**src/design/pngsfs_pkg.sv**
```systemverilog
// -----------------------------------------------------------------------------
// PNG scanline filter select package
// Types, constants and helper functions shared by the filter select block.
// -----------------------------------------------------------------------------
package pngsfs_pkg;

  localparam int unsigned DEF_MAX_WIDTH       = 1024;
  localparam int unsigned DEF_BYTES_PER_PIXEL = 4;
  localparam int unsigned CFG_W               = 11;
  localparam int unsigned COST_W              = 20;
  localparam int unsigned NUM_SLOTS           = 3;
  localparam int unsigned SLOT_W              = 2;

  localparam logic FUNC_RAW   = 1'b0;
  localparam logic FUNC_DRAIN = 1'b1;

  typedef enum logic [1:0] {
    FILT_NONE = 2'd0,
    FILT_SUB  = 2'd1,
    FILT_UP   = 2'd2
  } filter_e;

  typedef struct packed {
    logic       func;
    logic [7:0] data_byte;
  } in_word_t;

  typedef struct packed {
    logic [7:0] out_byte;
    logic [1:0] filter_type;
    logic       row_first;
    logic       row_last;
  } out_word_t;

  // One entry of the row memory holds the byte of every row slot at one column.
  typedef logic [NUM_SLOTS-1:0][7:0] row_word_t;

  typedef struct packed {
    logic              raw;
    logic [7:0]        x;
    logic [7:0]        a;
    logic              b_ok;
    logic              emit;
    logic              sub_ok;
    logic              has_above;
    logic              row_first;
    logic              row_last;
    logic              row_end;
    logic [SLOT_W-1:0] pend_slot;
    logic [SLOT_W-1:0] above_slot;
  } stage_t;

  function automatic logic [7:0] mag(input logic [7:0] r);
    return r[7] ? 8'(8'd0 - r) : r;
  endfunction

  function automatic logic [COST_W-1:0] sat_add(input logic [COST_W-1:0] acc,
                                                input logic [7:0] v);
    logic [COST_W:0] sum;
    sum = {1'b0, acc} + (COST_W+1)'(v);
    return sum[COST_W] ? '1 : sum[COST_W-1:0];
  endfunction

endpackage

```
**src/design/pngsfs_ctrl.sv**
```systemverilog
// -----------------------------------------------------------------------------
// Filter select control
// Accepts input words, keeps row counters and slot rotation, drives the row
// memory and hands each word to the data path stage.
// -----------------------------------------------------------------------------
module pngsfs_ctrl #(
  parameter int unsigned MAX_WIDTH       = pngsfs_pkg::DEF_MAX_WIDTH,
  parameter int unsigned BYTES_PER_PIXEL = pngsfs_pkg::DEF_BYTES_PER_PIXEL,
  localparam int unsigned RowBytes = MAX_WIDTH * BYTES_PER_PIXEL,
  localparam int unsigned AddrW    = (RowBytes > 1) ? $clog2(RowBytes) : 1
) (
  input  logic                          clk_i,
  input  logic                          rst_ni,
  input  logic                          in_valid_i,
  input  pngsfs_pkg::in_word_t          in_word_i,
  output logic                          in_stall_o,
  input  logic                          cfg_we_i,
  input  logic [pngsfs_pkg::CFG_W-1:0]  cfg_wdata_i,
  input  logic                          b_adv_i,
  output logic                          b_valid_o,
  output pngsfs_pkg::stage_t            b_o,
  output logic                          mem_we_o,
  output logic [AddrW-1:0]              mem_waddr_o,
  output logic [pngsfs_pkg::SLOT_W-1:0] mem_wslot_o,
  output logic [7:0]                    mem_wdata_o,
  output logic                          mem_re_o,
  output logic [AddrW-1:0]              mem_raddr0_o,
  output logic [AddrW-1:0]              mem_raddr1_o
);
  import pngsfs_pkg::*;

  localparam int unsigned CntW = $clog2(RowBytes + 1);

  localparam logic [1:0] ROWS_NONE  = 2'd0;
  localparam logic [1:0] ROWS_FIRST = 2'd1;
  localparam logic [1:0] ROWS_TWO   = 2'd2;

  logic [CntW-1:0]   len_q, cfg_len;
  logic [CntW-1:0]   idx_q, idx_d, idx_inc;
  logic [CntW-1:0]   pos_q, pos_d, pos_inc;
  logic [SLOT_W-1:0] row_slot_q, row_slot_d, pend_slot, above_slot;
  logic [1:0]        rows_seen_q, rows_seen_d, rows_seen_inc;
  logic              b_valid_q;
  stage_t            b_q, st;
  logic [7:0]        tap_q [BYTES_PER_PIXEL];
  logic              accept, is_raw, have_pend, emit, row_last, row_end;

  assign in_stall_o = b_valid_q && !b_adv_i;
  assign accept     = in_valid_i && !in_stall_o;
  assign is_raw     = (in_word_i.func == FUNC_RAW);

  always_comb begin
    if (cfg_wdata_i == '0) begin
      cfg_len = CntW'(BYTES_PER_PIXEL);
    end else if (32'(cfg_wdata_i) > MAX_WIDTH) begin
      cfg_len = CntW'(RowBytes);
    end else begin
      cfg_len = CntW'(32'(cfg_wdata_i) * BYTES_PER_PIXEL);
    end
  end

  always_comb begin
    unique case (row_slot_q)
      2'd0:    begin pend_slot = 2'd2; above_slot = 2'd1; end
      2'd1:    begin pend_slot = 2'd0; above_slot = 2'd2; end
      default: begin pend_slot = 2'd1; above_slot = 2'd0; end
    endcase
  end

  always_comb begin
    unique case (rows_seen_q)
      ROWS_NONE: rows_seen_inc = ROWS_FIRST;
      default:   rows_seen_inc = ROWS_TWO;
    endcase
  end

  assign have_pend = (rows_seen_q != ROWS_NONE);
  assign emit      = have_pend && (pos_q < len_q);
  assign pos_inc   = pos_q + CntW'(1);
  assign idx_inc   = idx_q + CntW'(1);
  assign row_last  = (pos_inc >= len_q);
  assign row_end   = (idx_inc >= len_q);

  always_comb begin
    st.raw        = is_raw;
    st.x          = in_word_i.data_byte;
    st.a          = (idx_q >= CntW'(BYTES_PER_PIXEL)) ? tap_q[BYTES_PER_PIXEL-1] : 8'h00;
    st.b_ok       = have_pend;
    st.emit       = emit;
    st.sub_ok     = (pos_q >= CntW'(BYTES_PER_PIXEL));
    st.has_above  = (rows_seen_q == ROWS_TWO);
    st.row_first  = (pos_q == '0);
    st.row_last   = row_last;
    st.row_end    = is_raw && row_end;
    st.pend_slot  = pend_slot;
    st.above_slot = above_slot;
  end

  always_comb begin
    idx_d       = idx_q;
    pos_d       = pos_q;
    row_slot_d  = row_slot_q;
    rows_seen_d = rows_seen_q;
    if (accept) begin
      if (is_raw) begin
        idx_d = idx_inc;
        pos_d = emit ? pos_inc : pos_q;
        if (row_end) begin
          row_slot_d  = above_slot;
          rows_seen_d = rows_seen_inc;
          idx_d       = '0;
          pos_d       = '0;
        end
      end else begin
        idx_d = '0;
        if (!emit || row_last) begin
          rows_seen_d = ROWS_NONE;
          pos_d       = '0;
        end else begin
          pos_d = pos_inc;
        end
      end
    end
  end

  always_ff @(posedge clk_i or negedge rst_ni) begin
    if (!rst_ni) begin
      len_q       <= CntW'(BYTES_PER_PIXEL);
      idx_q       <= '0;
      pos_q       <= '0;
      row_slot_q  <= '0;
      rows_seen_q <= ROWS_NONE;
      b_valid_q   <= 1'b0;
    end else begin
      if (cfg_we_i) begin
        len_q <= cfg_len;
      end
      idx_q       <= idx_d;
      pos_q       <= pos_d;
      row_slot_q  <= row_slot_d;
      rows_seen_q <= rows_seen_d;
      if (accept) begin
        b_valid_q <= 1'b1;
      end else if (b_adv_i) begin
        b_valid_q <= 1'b0;
      end
    end
  end

  always_ff @(posedge clk_i) begin
    if (accept) begin
      b_q <= st;
    end
    if (accept && is_raw) begin
      tap_q[0] <= in_word_i.data_byte;
      for (int i = 1; i < BYTES_PER_PIXEL; i++) begin
        tap_q[i] <= tap_q[i-1];
      end
    end
  end

  assign b_valid_o    = b_valid_q;
  assign b_o          = b_q;
  assign mem_we_o     = accept && is_raw;
  assign mem_waddr_o  = idx_q[AddrW-1:0];
  assign mem_wslot_o  = row_slot_q;
  assign mem_wdata_o  = in_word_i.data_byte;
  assign mem_re_o     = accept;
  assign mem_raddr0_o = pos_q[AddrW-1:0];
  assign mem_raddr1_o = idx_q[AddrW-1:0];

endmodule

```
**config.mk**
```make
export PLATFORM = sky130hd
export DESIGN_NAME = pngsfs_ctrl
export DESIGN_NICKNAME = d
export VERILOG_FILES = /design/src/design/pngsfs_pkg.sv /design/src/design/pngsfs_ctrl.sv
export SDC_FILE = /design/constraint.sdc
export NUM_CORES = 1
export LEC_CHECK = 0
export BUFFER_PORTS_ARGS = -buffer_cell sky130_fd_sc_hd__buf_2
export CAP_MARGIN = 10
export CORE_ASPECT_RATIO = 1.2
export CORE_MARGIN = 1.5
export CORE_UTILIZATION = 35
export DETAILED_ROUTE_END_ITERATION = 7
export PLACE_DENSITY = 0.63
export SLEW_MARGIN = 5
export SYNTH_ARGS = -nofsm -noshare
export SYNTH_HDL_FRONTEND = slang
export SYNTH_SLANG_ARGS = --single-unit
```
**constraint.sdc**
```tcl
create_clock -name clk_i -period 5.82 [get_ports clk_i]
set_input_delay 0.873 -clock clk_i [delete_from_list [all_inputs] [get_ports clk_i]]
set_output_delay 0.873 -clock clk_i [all_outputs]
set_load 0.01 [all_outputs]
```
# Yosys cells after proc, flatten, opt, wreduce, memory -nomap -nowiden
# Memories as Yosys holds them, arrays and structs flattened. A register that Yosys moved wholly into a read port is not among the register bits.
# Cells that the tools add are included.
[op_classes]
addsub = 2
bitwise = 1
n_mux = 18
reduce_logical = 21
n_lt_le_gt_ge = 6
n_eq_ne = 3
[op_table]
columns = ["operator", "n"]
rows = [
  ["13-bit two-way mux", 8],
  ["13-bit by 1-bit adder with 13-bit output (second input constant)", 2],
  ["13-bit >= comparator", 2],
  ["13-bit by 3-bit >= comparator with 1-bit output (second input constant)", 2],
  ["13-bit zero test", 1],
  ["13-bit < comparator", 1],
  ["11-bit > comparator (second input constant)", 1],
  ["11-bit zero test", 1],
  ["2-bit two-way mux", 4],
  ["2-bit case mux with 2 select lines", 2],
  ["3-bit AND reduction", 2],
  ["2-bit nonzero test", 3],
  ["1-bit logical AND", 5],
  ["1-bit zero test", 4],
  ["2-bit zero test", 2],
  ["1-bit two-way mux", 4],
  ["3-bit nonzero test", 1],
  ["2-bit by 1-bit == test with 1-bit output (second input constant)", 1],
  ["2-bit == test (second input constant)", 1],
  ["2-bit by 1-bit inequality test with 1-bit output (second input constant)", 1],
  ["2-bit AND reduction", 1],
  ["1-bit logical OR", 1],
  ["1-bit inverter", 1],
]
[totals]
out_inout_bits = 78
elab_cells = 69
regBits = 64
n_memories = 1
mem_bits_rw = 32
inputBits = 25
[memory_table]
columns = ["memory", "words", "word_bits", "rd", "rd_ports_with_merged_regs", "write_ports", "line_no", "source"]
rows = [
  ["tap_q", 4, 8, 4, 1, 4, "pngsfs_ctrl.sv:45", "logic [7:0] tap_q [BYTES_PER_PIXEL];"],
]

# Logic depth before layout (Yosys ltp)
[depth]
depth_word = 7
mapped_depth = 13
depth_no_buf = 12

# Worst setup path before layout
# OpenSTA, ideal clock, no wires.
[synth_timing]
path_kind = "input -> output"
start = "input b_adv_i"
end = "output mem_we_o"
n_path_buf = 1
cell_stages = 4
arrival_time_ns = 2.460
t_required_ns = 4.947
slack_ns = 2.487
cell_sequence = "nand2b_1 -> nand2_1 -> nor2_1 -> clkbuf_1"
[synth_between]
elab_chain_len = 5
[synth_rtl]
columns = ["item", "line_no", "source"]
rows = [
  ["start, declared", "pngsfs_ctrl.sv:19", "input logic b_adv_i,"],
  ["1-bit zero test", "pngsfs_ctrl.sv:48", "assign in_stall_o = b_valid_q && !b_adv_i;"],
  ["1-bit logical AND", "pngsfs_ctrl.sv:48", ""],
  ["1-bit zero test", "pngsfs_ctrl.sv:49", "assign accept = in_valid_i && !in_stall_o;"],
  ["1-bit logical AND", "pngsfs_ctrl.sv:49", ""],
  ["1-bit logical AND", "pngsfs_ctrl.sv:164", "assign mem_we_o = accept && is_raw;"],
  ["end, declared", "pngsfs_ctrl.sv:22", "output logic mem_we_o,"],
]
# No other way between the ends.

# Worst setup path in the final report
[layout_timing]
start = "register idx_q[2]"
end = "register row_slot_q[1] (netlist: mem_wslot_o[1])"
[layout_between]
elab_chain_len = 3
[layout_rtl]
columns = ["item", "line_no", "source"]
rows = [
  ["start, declared", "pngsfs_ctrl.sv:39", "logic [CntW-1:0] idx_q, idx_d, idx_inc;"],
  ["start signal, assigned", "pngsfs_ctrl.sv:138", "idx_q <= idx_d;"],
  ["13-bit by 1-bit adder with 13-bit output", "pngsfs_ctrl.sv:80", "assign idx_inc = idx_q + CntW'(1);"],
  ["13-bit >= comparator", "pngsfs_ctrl.sv:82", "assign row_end = (idx_inc >= len_q);"],
  ["3-bit AND reduction (no source line)", "--", ""],
  ["end signal, assigned", "pngsfs_ctrl.sv:140", "row_slot_q <= row_slot_d;"],
  ["end, declared", "pngsfs_ctrl.sv:41", "logic [SLOT_W-1:0] row_slot_q, row_slot_d, pend_slot, above_slot;"],
]
# No other way between the ends.
# A chain may end at the register's enable or synchronous reset.

==> run metrics <==
status completed; Setup CP Type reg2reg; Yosys top cell by area edfxtp_1; crit path max fanout 14; Clk pwr share 0.309; WL met1 4820 um; top post-synthesis cells by area edfxtp_1 34%, dfrtp_1 19%, ha_1 8.6%; top_reg_cell synth edfxtp_1; Synth Area in Simple Gates 0.115; DP HPWL 8160 um; GRT Util Overall 0.149; TritonRoute pass-1 iters 4; post-synthesis xor/xnor area fraction 0.0366; mux cell area share after synthesis 0.00618; worst stage delay on the critical path 0.83 ns; Worst Max-Slew Pin Slew 1.02 ns; Clock Skew 0.0105 ns; CTS tree done; Sw Pwr 626 uW; CP startpoint idx_q[2]; input/output buffers 102; final setup violation count 0; Cell Rows 48; WL met3 525 um; synthesized cell area 5270 um^2; post-synthesis compound-gate area fraction 0.120; Lkg Pwr 0.00264 uW; Synth cell types 57; DR top layer met4; Final Cycle Share 0.646; Ports 103; DR DRC count 0; share of cells above drive strength 1 0.259; Worst setup SP type flop; Antenna Nets Post-Route 0; Worst Setup End Kind flop; FMAX 266 MHz; hold_buf cts 0; Seq/Total Area, Yosys 0.536; global-route wire length before repair 18100 um; Required @ worst endpoint 6.05 ns; metal2 WL 5610 um; relative slew slack 0.314; Root Buffer Master clkbuf_16; Chip Width 115 um; final WL 11200 um; Num Clock Sinks 101; Antenna Cells 0; Pint 1320 uW; Mapped Cells 451; # nets final 570; RSZ-0062 raised after global routing false; most numerous cell in the Yosys netlist edfxtp_1; syn_nets 512; Worst Hold Class reg2reg; HP Start tap_q[1][7]; Post-synth EDFFs 59; WP data arrival 3.99 ns; DRT iter0 DRCs 216; Clock Pin Slew Worst Setup and Hold Paths 0.08 ns; Post-CTS Setup Bufs 0; Vias/cell 4.97; largest net degree at the start of global routing 46; Net Sw Frac 0.321; routability cong. 0.871; Syn Area/Cell 11.7 um^2; clk_lat worst skew 0.35 ns; full die area 15800 um^2; VDD IR max 141 uV; Starting Density 0.362; global route overflow 0; most frequent cells after synthesis 59 x edfxtp_1, 45 x buf_4, 41 x dfrtp_1; flops & latches, synth 101; sum of negative setup slack 0 ns; P&R area growth vs syn 13.3%; fraction of registers with async set/reset 0.416; max_cap viols 0; WL per Instance 15.7 um; sequential group share of total power 0.467; Adder-Cell Fraction of Synth Area 0.0874; fill count 1433; largest family of logic cells by synthesized area compound AO/OA/AOI/OAI gates; initial antenna violation count 0; total number of vias 3548; CTS resizes 0; final hold violation count 0; vias in the first global route 3548; clk buf depth 2; pwr/cell area 326 nW/um^2; Comb pwr share 0.224; core area 14500 um^2; Synth Warn # 0; Num CTS Buffers 9; Synth top area share 0.336; Die Y 137 um; crit path time final 3.76 ns; crit path cell chain nand3_1 > nor2_1 > and3_1 > nand3_1 > xnor2_1 > ha_1 > and4_1 > a21oi_1 > a31oi_2 > nor2_1 > nor3_1 > mux2_2; final slew viol count 0; worst reg2reg path startpoint idx_q[2]; Final Util 0.411; Slowest-stage cell, CP nor2_1; H-tree depth 3
[sequential cells by signal, indices dropped and copies added, names as in the netlist]
signal and flops:
idx_q 13, rows_seen_q 2, b_o 27, len_q 11, mem_wslot_o 2, b_valid_o 1, pos_q 13, tap_q 32
[through the flow]
| step | power [uW] | setup WS [ns] | instances | instance area [um^2] | hold slack [ns] |
|---|---|---|---|---|---|
| 3_5_place_dp | 1360 | 2.11 | 698 | 5660 | 0.405 |
| 2_1_floorplan | 1250 | 2.49 | 451 | 5270 | 0.400 |
| 3_3_place_gp | 1350 | 2.23 | 698 | 5660 | 0.402 |
| 6_report | 1950 | 2.06 | 714 | 5970 | 0.419 |
| 4_1_cts | 1970 | 2.08 | 714 | 5970 | 0.416 |
| 5_1_grt | 2060 | 1.75 | 714 | 5970 | 0.433 |
[cell type report]
type	count	area (um^2)	area share
multi-input cells	259	1930	0.324
well taps	200	250	0.0419
flip-flops and latches	101	2820	0.473
repair buffers	104	526	0.0881
clock buffers	9	225	0.0377
clock inverters	7	83.8	0.0140
inverters	34	128	0.0214
[layout by cell type, fill, tap and decap left out, types with 4 or more instances in the layout]
master / synthesis / layout
a21oi_1: 10 / 10
a32o_1: 11 / 11
and2_1: 8 / 8
and4_1: 5 / 5
buf_2: 2 / 102
clkbuf_16: 0 / 9
dfrtp_1: 41 / 41
edfxtp_1: 59 / 59
ha_1: 36 / 36
inv_1: 33 / 33
nand2_1: 35 / 35
nand3_1: 15 / 15
nand3b_1: 6 / 6
nand4_1: 7 / 7
nor2_1: 17 / 16
nor2b_1: 4 / 4
nor3_1: 4 / 4
nor4_1: 6 / 6
o21ai_0: 12 / 12
o21ai_1: 8 / 8
o31ai_1: 8 / 8
xnor2_1: 11 / 11
xor2_1: 11 / 11
[power groups by stage]
stage	registers [uW]	clock network, uW	logic (uW)
4_1_cts	910	622	440
3_5_place_dp	926	0	437
3_3_place_gp	918	0	428
5_1_grt	923	649	493
2_1_floorplan	909	0	336
6_report	910	602	436
[routing by layer]
layer / up-vias / track usage
met5: - / 0
met4: 0 / 0.0672
met3: 16 / 0.0286
met2: 106 / 0.250
met1: 1719 / 0.186
li1: 1707 / -
[logic make-up (layout without fill, tap and decap cells)]
logic type                 count (synthesis)  count (layout)
AOI/OAI and AO/OA                         80              80
xor gates and xnor gates                  22              22
adders and majority gates                 37              37
buffers and inverters                     91             154
DFF                                      101             101
muxes                                      3               3
and+or+nand+nor                          117             117
[final timing paths]
path,slack (ns),cells past startpoint,endpoint
setup / recovery,2.06,12,mem_wslot_o[1]
hold / removal,0.42,0,tap_q[2][7]
setup reg to reg,2.06,12,mem_wslot_o[1]
hold reg to reg,0.42,0,tap_q[2][7]
max in group asynchronous,4.51,1,pos_q[2]
min in group asynchronous,0.68,1,len_q[7]
[worst max-delay path, delay by kind of cell (launching register included)]
kind                       cells  cell delay [ns]
AOI/OAI and AO/OA              2             0.30
xor gates and xnor gates       1             0.28
adders and majority gates      1             0.29
DFF                            1             0.53
muxes                          1             0.34
and+or+nand+nor                7             1.89
(Power assumes the default switching activity.)
