==> src/design/pngsfs_pkg.sv <==
// -----------------------------------------------------------------------------
// PNG scanline filter select package
// Types, constants and helper functions shared by the filter select block.
// -----------------------------------------------------------------------------
package pngsfs_pkg;

  localparam int unsigned DEF_MAX_WIDTH       = 1024;
  localparam int unsigned DEF_BYTES_PER_PIXEL = 4;
  localparam int unsigned CFG_W               = 11;
  localparam int unsigned COST_W              = 20;
  localparam int unsigned NUM_SLOTS           = 3;
  localparam int unsigned SLOT_W              = 2;

  localparam logic FUNC_RAW   = 1'b0;
  localparam logic FUNC_DRAIN = 1'b1;

  typedef enum logic [1:0] {
    FILT_NONE = 2'd0,
    FILT_SUB  = 2'd1,
    FILT_UP   = 2'd2
  } filter_e;

  typedef struct packed {
    logic       func;
    logic [7:0] data_byte;
  } in_word_t;

  typedef struct packed {
    logic [7:0] out_byte;
    logic [1:0] filter_type;
    logic       row_first;
    logic       row_last;
  } out_word_t;

  // One entry of the row memory holds the byte of every row slot at one column.
  typedef logic [NUM_SLOTS-1:0][7:0] row_word_t;

  typedef struct packed {
    logic              raw;
    logic [7:0]        x;
    logic [7:0]        a;
    logic              b_ok;
    logic              emit;
    logic              sub_ok;
    logic              has_above;
    logic              row_first;
    logic              row_last;
    logic              row_end;
    logic [SLOT_W-1:0] pend_slot;
    logic [SLOT_W-1:0] above_slot;
  } stage_t;

  function automatic logic [7:0] mag(input logic [7:0] r);
    return r[7] ? 8'(8'd0 - r) : r;
  endfunction

  function automatic logic [COST_W-1:0] sat_add(input logic [COST_W-1:0] acc,
                                                input logic [7:0] v);
    logic [COST_W:0] sum;
    sum = {1'b0, acc} + (COST_W+1)'(v);
    return sum[COST_W] ? '1 : sum[COST_W-1:0];
  endfunction

endpackage

==> src/design/pngsfs_datapath.sv <==
// -----------------------------------------------------------------------------
// Filter select data path
// Accumulates the three row costs, picks the row filter and forms the
// filtered output word from the row memory read data.
// -----------------------------------------------------------------------------
module pngsfs_datapath #(
  parameter int unsigned BYTES_PER_PIXEL = pngsfs_pkg::DEF_BYTES_PER_PIXEL
) (
  input  logic                  clk_i,
  input  logic                  rst_ni,
  input  logic                  b_valid_i,
  input  pngsfs_pkg::stage_t    b_i,
  input  pngsfs_pkg::row_word_t rdata0_i,
  input  pngsfs_pkg::row_word_t rdata1_i,
  output logic                  b_adv_o,
  output logic                  out_valid_o,
  output pngsfs_pkg::out_word_t out_word_o,
  input  logic                  out_stall_i
);
  import pngsfs_pkg::*;

  logic [COST_W-1:0] cost_none_q, cost_sub_q, cost_up_q;
  logic [COST_W-1:0] none_sum, sub_sum, up_sum, best_cost;
  filter_e           pend_filter_q, best;
  logic [7:0]        etap_q [BYTES_PER_PIXEL];
  logic [7:0]        v, up_byte, b_byte, ref_byte;
  logic              out_valid_q, fire;
  out_word_t         out_q, res;

  assign b_adv_o = !b_i.emit || !out_valid_q || !out_stall_i;
  assign fire    = b_valid_i && b_adv_o;

  assign v       = rdata0_i[b_i.pend_slot];
  assign up_byte = rdata0_i[b_i.above_slot];
  assign b_byte  = b_i.b_ok ? rdata1_i[b_i.pend_slot] : 8'h00;

  always_comb begin
    unique case (pend_filter_q)
      FILT_SUB: ref_byte = b_i.sub_ok ? etap_q[BYTES_PER_PIXEL-1] : 8'h00;
      FILT_UP:  ref_byte = b_i.has_above ? up_byte : 8'h00;
      default:  ref_byte = 8'h00;
    endcase
  end

  always_comb begin
    res.out_byte    = 8'(v - ref_byte);
    res.filter_type = pend_filter_q;
    res.row_first   = b_i.row_first;
    res.row_last    = b_i.row_last;
  end

  assign none_sum = sat_add(cost_none_q, mag(b_i.x));
  assign sub_sum  = sat_add(cost_sub_q, mag(8'(b_i.x - b_i.a)));
  assign up_sum   = sat_add(cost_up_q, mag(8'(b_i.x - b_byte)));

  always_comb begin
    best      = FILT_NONE;
    best_cost = none_sum;
    if (sub_sum < best_cost) begin
      best      = FILT_SUB;
      best_cost = sub_sum;
    end
    if (up_sum < best_cost) begin
      best = FILT_UP;
    end
  end

  always_ff @(posedge clk_i or negedge rst_ni) begin
    if (!rst_ni) begin
      cost_none_q   <= '0;
      cost_sub_q    <= '0;
      cost_up_q     <= '0;
      pend_filter_q <= FILT_NONE;
      out_valid_q   <= 1'b0;
    end else begin
      if (fire) begin
        if (!b_i.raw || b_i.row_end) begin
          cost_none_q <= '0;
          cost_sub_q  <= '0;
          cost_up_q   <= '0;
        end else begin
          cost_none_q <= none_sum;
          cost_sub_q  <= sub_sum;
          cost_up_q   <= up_sum;
        end
        if (b_i.raw && b_i.row_end) begin
          pend_filter_q <= best;
        end
      end
      if (fire && b_i.emit) begin
        out_valid_q <= 1'b1;
      end else if (!out_stall_i) begin
        out_valid_q <= 1'b0;
      end
    end
  end

  always_ff @(posedge clk_i) begin
    if (fire && b_i.emit) begin
      out_q    <= res;
      etap_q[0] <= v;
      for (int i = 1; i < BYTES_PER_PIXEL; i++) begin
        etap_q[i] <= etap_q[i-1];
      end
    end
  end

  assign out_valid_o = out_valid_q;
  assign out_word_o  = out_q;

endmodule

==> config.mk <==
export PLATFORM = sky130hd
export DESIGN_NAME = pngsfs_datapath
export DESIGN_NICKNAME = d
export VERILOG_FILES = /design/src/design/pngsfs_pkg.sv /design/src/design/pngsfs_datapath.sv
export SDC_FILE = /design/constraint.sdc
export NUM_CORES = 1
export LEC_CHECK = 0
export BUFFER_PORTS_ARGS = -buffer_cell sky130_fd_sc_hd__buf_2
export CAP_MARGIN = 0
export CORE_AREA = 2 2 161 163
export CTS_CLUSTER_DIAMETER = 50
export CTS_CLUSTER_SIZE = 12
export DETAILED_ROUTE_END_ITERATION = 10
export DIE_AREA = 0 0 163 165
export SYNTH_ARGS = -nofsm -noshare
export SYNTH_HDL_FRONTEND = slang
export SYNTH_SLANG_ARGS = --single-unit
==> constraint.sdc <==
create_clock -name clk_i -period 9 [get_ports clk_i]
set_input_delay 1.35 -clock clk_i [delete_from_list [all_inputs] [get_ports clk_i]]
set_output_delay 1.35 -clock clk_i [all_outputs]
set_load 0.02 [all_outputs]
Yosys cells after proc, flatten, opt, wreduce, memory -nomap -nowiden. Memory sizes are Yosys's and may differ from the RTL's. Index checks and enable logic that the tools add are counted. Widths: inputs -> output; s select.

Bits of input ports: 80. Memories kept: 1. Latch bits: 0. Output and inout bits: 14. ROM bits: 0. Memory bits (writable): 32. Register bits after elaboration: 75. Logic and storage cells: 63.

Multipliers: 0. Div/mod/pow operators: 0. Bitwise gates (word level): 0. Shift operators: 0. Magnitude comparators: 4. Mux-type cells: 26. Reductions and logical operators: 11. Eq/ne operators: 3. $add $sub $neg: 9.

Memories: etap_q (depth 4, width 8, rd ports 4, clocked after memory_dff 0, wr ports 4, line pngsfs_datapath.sv:25) `logic [7:0] etap_q [BYTES_PER_PIXEL];`.

Operators with widths (count): $mux 20 (7); $mux 8 (9); $add 20x8->21 (3); $bmux 8 s2 (3); $lt 20x20->1 (2); $sub 1x8->8 const A (3); $sub 8x8->8 (3); $pmux 8 s2 (1); $lt 2x3->1 const B (2); $mux 1 (5); $logic_not 1->1 (4); $logic_and 1x1->1 (3); $logic_or 1x1->1 (3); $eq 2x1->1 const B (1); $eq 2x2->1 const B (1); $mux 2 (1); $ne 2x1->1 const B (1); $reduce_and 2->1 (1).

Depth between registers and ports, before layout. Gate-level depths: netlist of the first run.

Depth after elaboration: 10. Gate-level depth with buffers: 35. Depth with buffers taken out: 34.

Least setup slack after synthesis of the first run. Ideal clock, no wire load.

Path kind: in2reg. From: input b_i[13] in the netlist's numbering. To: register pend_filter_q[0]. Data arrival time: 7760 ps. Setup slack: 1173 ps. Data required time: 8933 ps. Path buffers: 1. Library setup time: 67 ps. Stages: 32. Cell sequence: inv_1 ha_1 o21ai_0 a21oi_1 o31a_1 o22ai_1 xnor2_1 nor2_1 a21oi_1 ha_1 a211oi_1 o21ai_0 a311oi_1 nor2_1 nand3_1 mux2_2 ha_1 and4_1 and3_1 a2111oi_0 nand3_1 a21oi_2 buf_4 mux2_1 ha_1 nand2_1 nor3_1 nand3_1 nor3_1 o41ai_1 o311ai_0 a22o_1.

Word-level cells in the longest chain between the ends: 9. Elaborated cells between the ends (all ways): 10. Classes of those cells: add/sub (3); order compare (2); mux (5).

Ends and longest elaborated chain: from (decl) (line pngsfs_datapath.sv:12) `input pngsfs_pkg::stage_t b_i,`; $sub 8x8->8 * (line pngsfs_datapath.sv:53) `assign sub_sum = sat_add(cost_sub_q, mag(8'(b_i.x - b_i.a)));`; $sub 1x8->8 (line pngsfs_pkg.sv:54) `return r[7] ? 8'(8'd0 - r) : r;`; $mux 8 * (line pngsfs_pkg.sv:54); $add 20x8->21 * (line pngsfs_pkg.sv:60) `sum = {1'b0, acc} + (COST_W+1)'(v);`; $mux 20 * (line pngsfs_pkg.sv:61) `return sum[COST_W] ? '1 : sum[COST_W-1:0];`; $lt 20x20->1 (line pngsfs_datapath.sv:59) `if (sub_sum < best_cost) begin`; $mux 20 (line pngsfs_datapath.sv:59); $lt 20x20->1 (line pngsfs_datapath.sv:63) `if (up_sum < best_cost) begin`; $mux 2 * (line pngsfs_datapath.sv:63); to (signal assigned) (line pngsfs_datapath.sv:87) `pend_filter_q <= best;`; to (decl) (line pngsfs_datapath.sv:24) `filter_e pend_filter_q, best;`.

Mark *: on every way between the ends. The rest lies on a longest branch, timed or not. A chain may end at the register's enable or synchronous reset.

Worst setup path after layout of the first run.
From: input b_i[19] in the netlist's numbering. To: register pend_filter_q[0].

Word-level cells in the longest chain between the ends: 9. Elaborated cells between the ends (all ways): 19. Classes of those cells: add/sub (8); order compare (2); mux (9).

Ends and longest elaborated chain (line): $sub 8x8->8 (pngsfs_datapath.sv:53); $sub 1x8->8 (pngsfs_pkg.sv:54); $mux 8 (pngsfs_pkg.sv:54); $add 20x8->21 (pngsfs_pkg.sv:60); $mux 20 (pngsfs_pkg.sv:61); $lt 20x20->1 (pngsfs_datapath.sv:59); $mux 20 (pngsfs_datapath.sv:59); $lt 20x20->1 (pngsfs_datapath.sv:63); $mux 2 * (pngsfs_datapath.sv:63).

Marked as above.

==> out/qor.csv, run 1 <==
stage,metric,value,unit
outcome,status,finished clean,
drt,drt-initial-drc-count,530,
global_route,overflow,0,
setup_path,cp_data_required_time,9.31,ns
power_and_ir_drop,power.density,222,mW/mm2
final_layout,fillCellCount,2534,
sta,rsz0062_at_grt,no,
cts,htreeDepth,3,
power_and_ir_drop,power_frac_clock,19.0,%
power_and_ir_drop,total_power,0.00220,W
cts,cts.sinks,107,
synth,synth_warnings,0,
global_route,grt_pass1_wl,36100,um
power_and_ir_drop,p_leak,4.50,nW
synth,syn_area_per_cell,9.00,um2
sta,finalWorstSetupSlack,0.671,ns
cts,cts-root-buf,clkbuf_16,
synth,synth_ff_type,dfrtp_1,
sta,setup_viol,0,
global_route,grt_max_degree,64,
final_layout,mostFrequentLayoutCells,"116 x nand2_1, 93 x buf_2, 89 x o21ai_0, 88 x ha_1, 63 x dfrtp_1",
placed_design,gp_congestion,0.903,
job,maxCapViolCount,0,
floorplan,fp.dieH,165,um
sta,period_share,92.5,%
synth,synthArstFlopShare,58.9,%
placed_design,pre_cts_slack,-0.247,ns
final_layout,drive_gt1_share,15.5,%
final_layout,diodes,0,
power_and_ir_drop,combPwrFrac,54.8,%
drt,m1WireLength,11200,um
drt,drt-total-wl,22800,um
final_layout,area_delta_synth_final,13.8,%
setup_path,critPathTopFamily,simple AND/OR/NAND/NOR gates,
setup_path,cp_slowest_cell,or3_1,
sta,worst_slew_pin_slew,0.998,ns
worst_hold_path,min_path_type,register to register,
setup_path,cp.arrival,8.63,ns
synth,synth_edf_count,44,
final_layout,final_common_cell,nand2_1,
global_route,grt_pass1_vias,7017,
sta,slew_viol_final,0,
synth,yosysUniqueCellTypes,63,
drt,avgViaCountPerCell,5.36,
floorplan,fp-row-count,58,
drt,dr.pass1.iters,5,
cts,clk_pin_slew_worst_paths,0.09,ns
synth,synth-seq-area-share,33.3,%
cts,clock_latency,0.37,ns
placed_design,hpwl,17200,um
global_route,antenna_found_initial,1,
setup_path,critPathMaxStageDelay,0.41,ns
final_layout,final_nets,1227,
setup_path,critical_path_buf_inv_count,3,
power_and_ir_drop,switching_power,0.000943,W
drt,wl_met3,766,um
synth,synth-seq-cells,107,
power_and_ir_drop,pwr-share-seq,26.1,%
sta,fin_skew,0.0155,ns
floorplan,initial_core_util,34.8,%
floorplan,io_pins,94,
floorplan,core,0.0250,mm2
synth,syn-instance-count,967,
setup_path,end_kind,register,
floorplan,die_w,163,um
drt,wl_met2,10500,um
drt,remaining_drc_errors,0,
setup_path,crit_fanout,30,
cts,holdBufCountCts,0,
cts,cts_buffers,9,
power_and_ir_drop,intPower,0.00125,W
cts,tritoncts,built,
sta,max-slew-margin-rel,33.5,%
drt,vias,7443,
placed_design,io_buffers,93,
drt,highest_layer,met5,
power_and_ir_drop,irDropWorstVdd,132,uV
synth,syn-cell-area,0.00870,mm2
global_route,grt_usage,17.0,%
setup_path,reg2reg_slack,2.63,ns
setup_path,start_kind,input port,
synth,synth_fp_nets,1141,
floorplan,die_area,0.0269,mm2
drt,wl_per_cell,16.4,um
sta,setup_tns,0,ns
power_and_ir_drop,sw_frac_of_total,43.0,%
cts,cts_buffer_depth,2,
drt,ant_nets,0,
sta,max_freq,0.120,GHz
setup_path,path_class,input port to register,
sta,period_needed,8.33,ns
sta,hold_viol,0,
layer usage:
metal / vias to the layer above / track usage [%]
met2: 155 / 27.3
li1: 3724 / -
met4: 2 / 4.10
met3: 26 / 2.39
met1: 3536 / 24.0
met5: - / 0
state kept, by name (all words and copies together) (netlist names):
| name | count |
|---|---|
| out_word_o | 12 |
| etap_q | 32 |
| cost_none_q | 20 |
| pend_filter_q | 2 |
| cost_sub_q | 20 |
| out_valid_o | 1 |
| cost_up_q | 20 |
repair_timing:
item	4_1_cts	5_1_grt
gates resized for setup	0	6
endpoints found under the setup margin	0	2
setup buffers	0	1
cell usage after synthesis, types with 15 or more instances:
cell        n  area, um2
a211oi_1   15        113
a21o_1     18        135
a21oi_1    48        240
a22o_1     36        315
clkbuf_1   28        105
dfrtp_1    63       1580
edfxtp_1   44       1320
ha_1       88       1100
inv_1      42        158
mux2i_1    34        340
nand2_1   117        439
nand3_1    23        115
nor2_1     63        236
o21ai_0    89        445
xnor2_1    38        333
xor2_1     19        166
path summary, 6_finish.rpt:
kind	startpoint	endpoint	cells past startpoint
setup reg to reg	cost_none_q[0]$_DFFE_PN0P_	pend_filter_q[0]$_DFFE_PN0P_	24
max in group asynchronous	rst_ni	cost_up_q[5]$_DFFE_PN0P_	2
setup / recovery	b_i[19]	pend_filter_q[0]$_DFFE_PN0P_	31
min in group asynchronous	rst_ni	cost_none_q[14]$_DFFE_PN0P_	2
hold / removal	etap_q[2][1]$_DFFE_PP_	etap_q[3][1]$_DFFE_PP_	0
hold reg to reg	etap_q[2][1]$_DFFE_PP_	etap_q[3][1]$_DFFE_PP_	0
logic make-up (layout without fill, tap and decap cells):
kind of cell / after synthesis / in the layout / synth area share, %
simple gates: 308 / 308 / 16.9
compound gates: 273 / 273 / 20.5
flops: 107 / 107 / 33.3
fa+ha+maj: 94 / 94 / 14.0
buf+inv: 78 / 169 / 3.55
xor+xnor: 57 / 57 / 5.74
mux: 50 / 50 / 5.98
metrics by stage:
step | hold WS (ns) | instances | area, um2 | utilization (%)
floorplan | 0.400 | 967 | 8700 | -
global placement | 0.402 | 1371 | 9560 | 38.2
detailed placement | 0.405 | 1371 | 9560 | 38.2
CTS | 0.415 | 1387 | 9870 | 39.4
global route | 0.417 | 1388 | 9900 | 39.5
finish | 0.415 | 1388 | 9900 | 39.5
cell type report:
type                            count  area [um2]  share of cell area [%]
Clock buffer                        9         225                    2.27
Clock inverter                      7        81.3                   0.821
Inverter                           42         158                    1.59
Multi-Input combinational cell    782        5520                    55.8
Sequential cell                   107        2900                    29.3
Tap cell                          330         413                    4.17
Timing Repair Buffer              111         604                    6.10
power groups by stage:
stage / logic [W] / clock network (W) / registers, W
final: 0.00120 / 0.000418 / 0.000574
after global routing: 0.00135 / 0.000443 / 0.000579
after CTS: 0.00119 / 0.000428 / 0.000574
after detailed placement: 0.00118 / 0 / 0.000583
after global placement: 0.00116 / 0 / 0.000584
after floorplan: 0.000894 / 0 / 0.000588
Power figures use the tool's default switching activity.
==> run 2, diff against run 1 <==
--- a/config.mk
+++ b/config.mk
@@ -7,11 +7,11 @@
 export LEC_CHECK = 0
 export BUFFER_PORTS_ARGS = -buffer_cell sky130_fd_sc_hd__buf_2
 export CAP_MARGIN = 0
-export CORE_AREA = 2 2 161 163
+export CORE_AREA = 2 2 227 117
 export CTS_CLUSTER_DIAMETER = 50
 export CTS_CLUSTER_SIZE = 12
 export DETAILED_ROUTE_END_ITERATION = 10
-export DIE_AREA = 0 0 163 165
+export DIE_AREA = 0 0 229 119
 export SYNTH_ARGS = -nofsm -noshare
 export SYNTH_HDL_FRONTEND = slang
 export SYNTH_SLANG_ARGS = --single-unit
==> run 2 against run 1 <==
- clock power about the same
- register-to-register slack lost 0.54 ns
- power grew 5.6%
- clock-buffer cell count stayed put
- design area barely moved
- die area up 1.3%
- setup slack got worse by 0.13 ns
- clock skew is 0.0067 ns lower
- fmax fell by 1.5%
- combinational power up 10%
- largest cell class unchanged
- highest routed layer is now met4
==> out/qor.csv, run 2 (synthesis results as in run 1) <==
stage,metric,value,unit
final_layout,utilization,38.6,%
cts,cts_setup_buffers,0,
sta,period_needed,8.46,ns
cts,cts.sinks,107,
setup_path,worstReg2RegEnd,pend_filter_q[0]$_DFFE_PN0P_,
sta,worst_slew_pin_slew,1.03,ns
floorplan,initial_core_util,33.9,%
setup_path,reg2reg_slack,2.09,ns
final_layout,area_delta_synth_final,13.7,%
drt,avgViaCountPerCell,5.50,
placed_design,hpwl,20000,um
sta,fin_skew,0.00886,ns
placed_design,io_buffers,93,
setup_path,cp.arrival,8.73,ns
placed_design,placed_cells,1390,
final_layout,mostFrequentLayoutCells,"116 x nand2_1, 93 x buf_2, 88 x o21ai_0, 88 x ha_1, 63 x dfrtp_1",
drt,drt-total-wl,25700,um
setup_path,start_kind,input port,
setup_path,cp_data_required_time,9.28,ns
sta,hold_viol,0,
floorplan,fp.dieH,119,um
outcome,status,finished clean,
drt,drt-initial-drc-count,848,
power_and_ir_drop,power.density,234,mW/mm2
floorplan,core,0.0256,mm2
final_layout,fillCellCount,2610,
power_and_ir_drop,irDropWorstVdd,181,uV
setup_path,reg2reg_from,cost_none_q[0]$_DFFE_PN0P_,
global_route,overflow,0,
floorplan,die_w,229,um
final_layout,seq_area,0.00290,mm2
setup_path,reg2reg_depth,24,
global_route,antenna_found_initial,1,
final_layout,final_cells,1406,
worst_hold_path,min_from,etap_q[2][6]$_DFFE_PP_,
drt,vias,7730,
cts,post_cts_resized,0,
final_layout,final_nets,1223,
worst_hold_path,min_path_type,register to register,
final_layout,diodes,0,
global_route,grt_pass1_wl,40000,um
drt,wl_per_cell,18.2,um
final_layout,largest_register_ffs,32,
global_route,grt_usage,18.9,%
setup_path,end_kind,register,
setup_path,crit_top_cell,o21ai_0,
global_route,grt_pass1_vias,6869,
cts,holdBufCountCts,0,
worst_hold_path,min_to,etap_q[3][6]$_DFFE_PP_,
drt,ant_nets,0,
floorplan,io_pins,94,
cts,cts_buffer_depth,2,
floorplan,die_area,0.0273,mm2
setup_path,crit_fanout,30,
cts,cts-root-buf,clkbuf_16,
final_layout,regMostFlops,etap_q,
drt,dr.pass1.iters,5,
drt,remaining_drc_errors,0,
final_layout,drive_gt1_share,15.2,%
final_layout,multi_input_area,0.00552,mm2
sta,period_share,94.0,%
placed_design,gp_congestion,0.899,
setup_path,path_class,input port to register,
sta,max_freq,0.118,GHz
setup_path,critPathMaxStageDelay,0.42,ns
cts,cts_buffers,9,
setup_path,cp_slowest_cell,nor2_1,
sta,slew_viol_final,0,
sta,max-slew-margin-rel,31.5,%
power_and_ir_drop,p_leak,4.48,nW
cts,htreeDepth,3,
cts,clk_pin_slew_worst_paths,0.09,ns
floorplan,fp-row-count,42,
cts,tritoncts,built,
worst_hold_path,hold_depth,0,
job,maxCapViolCount,0,
sta,setup_viol,0,
final_layout,final_common_cell,nand2_1,
global_route,grt_max_degree,64,
cts,clock_latency,0.38,ns
-- run 2: critical path, delay by kind of cell --
family	cells	cell delay, ns
adders and majority gates	4	1.38
muxes	1	0.29
buffers and inverters	2	0.34
and+or+nand+nor	8	1.56
xor gates and xnor gates	2	0.37
AOI/OAI and AO/OA	16	3.43
-- run 2: area by class of cell --
class	instances	area share, %
Sequential cell	107	29.3
Timing Repair Buffer	107	5.89
Clock inverter	7	0.721
Clock buffer	9	2.28
Inverter	42	1.59
Multi-Input combinational cell	782	55.8
Tap cell	352	4.45
-- run 2: report_power, final --
part | internal (W) | switching (W) | total (W)
logic | 0.000533 | 0.000791 | 0.00132
registers | 0.000553 | 0.0000239 | 0.000577
clock network | 0.000199 | 0.000218 | 0.000417
-- run 2: worst max path at each step --
stage            start                            to  slack [ns]  cells past startpoint
6_report       b_i[21]  pend_filter_q[0]$_DFFE_PN0P_        0.54                     33
3_5_place_dp   b_i[19]  pend_filter_q[0]$_DFFE_PN0P_       -0.17                     34
2_1_floorplan  b_i[13]  pend_filter_q[0]$_DFFE_PN0P_        1.17                     32
5_1_grt        b_i[19]  pend_filter_q[0]$_DFFE_PN0P_       -0.03                     34
4_1_cts        b_i[19]  pend_filter_q[0]$_DFFE_PN0P_        0.18                     34
3_3_place_gp   b_i[19]  pend_filter_q[0]$_DFFE_PN0P_        0.17                     34
-- run 2: per-stage QoR --
step	hold WS (ns)	cell area, um2	setup slack, ns	setup TNS (ns)	power (W)
after floorplan	0.400	8700	1.17	0	0.00148
after global placement	0.401	9580	0.172	0	0.00185
after detailed placement	0.405	9580	-0.167	-0.240	0.00187
after CTS	0.422	9880	0.179	0	0.00230
after global routing	0.429	9900	-0.0344	-0.0344	0.00247
final	0.417	9900	0.543	0	0.00232
-- run 2: layer usage --
layer,vias to the layer above,GRT usage [%],routed length (um)
li1,3704,-,-
met1,3709,32.8,14200
met2,299,21.9,8800
met3,18,4.62,2500
met4,0,3.21,189
met5,-,0,0
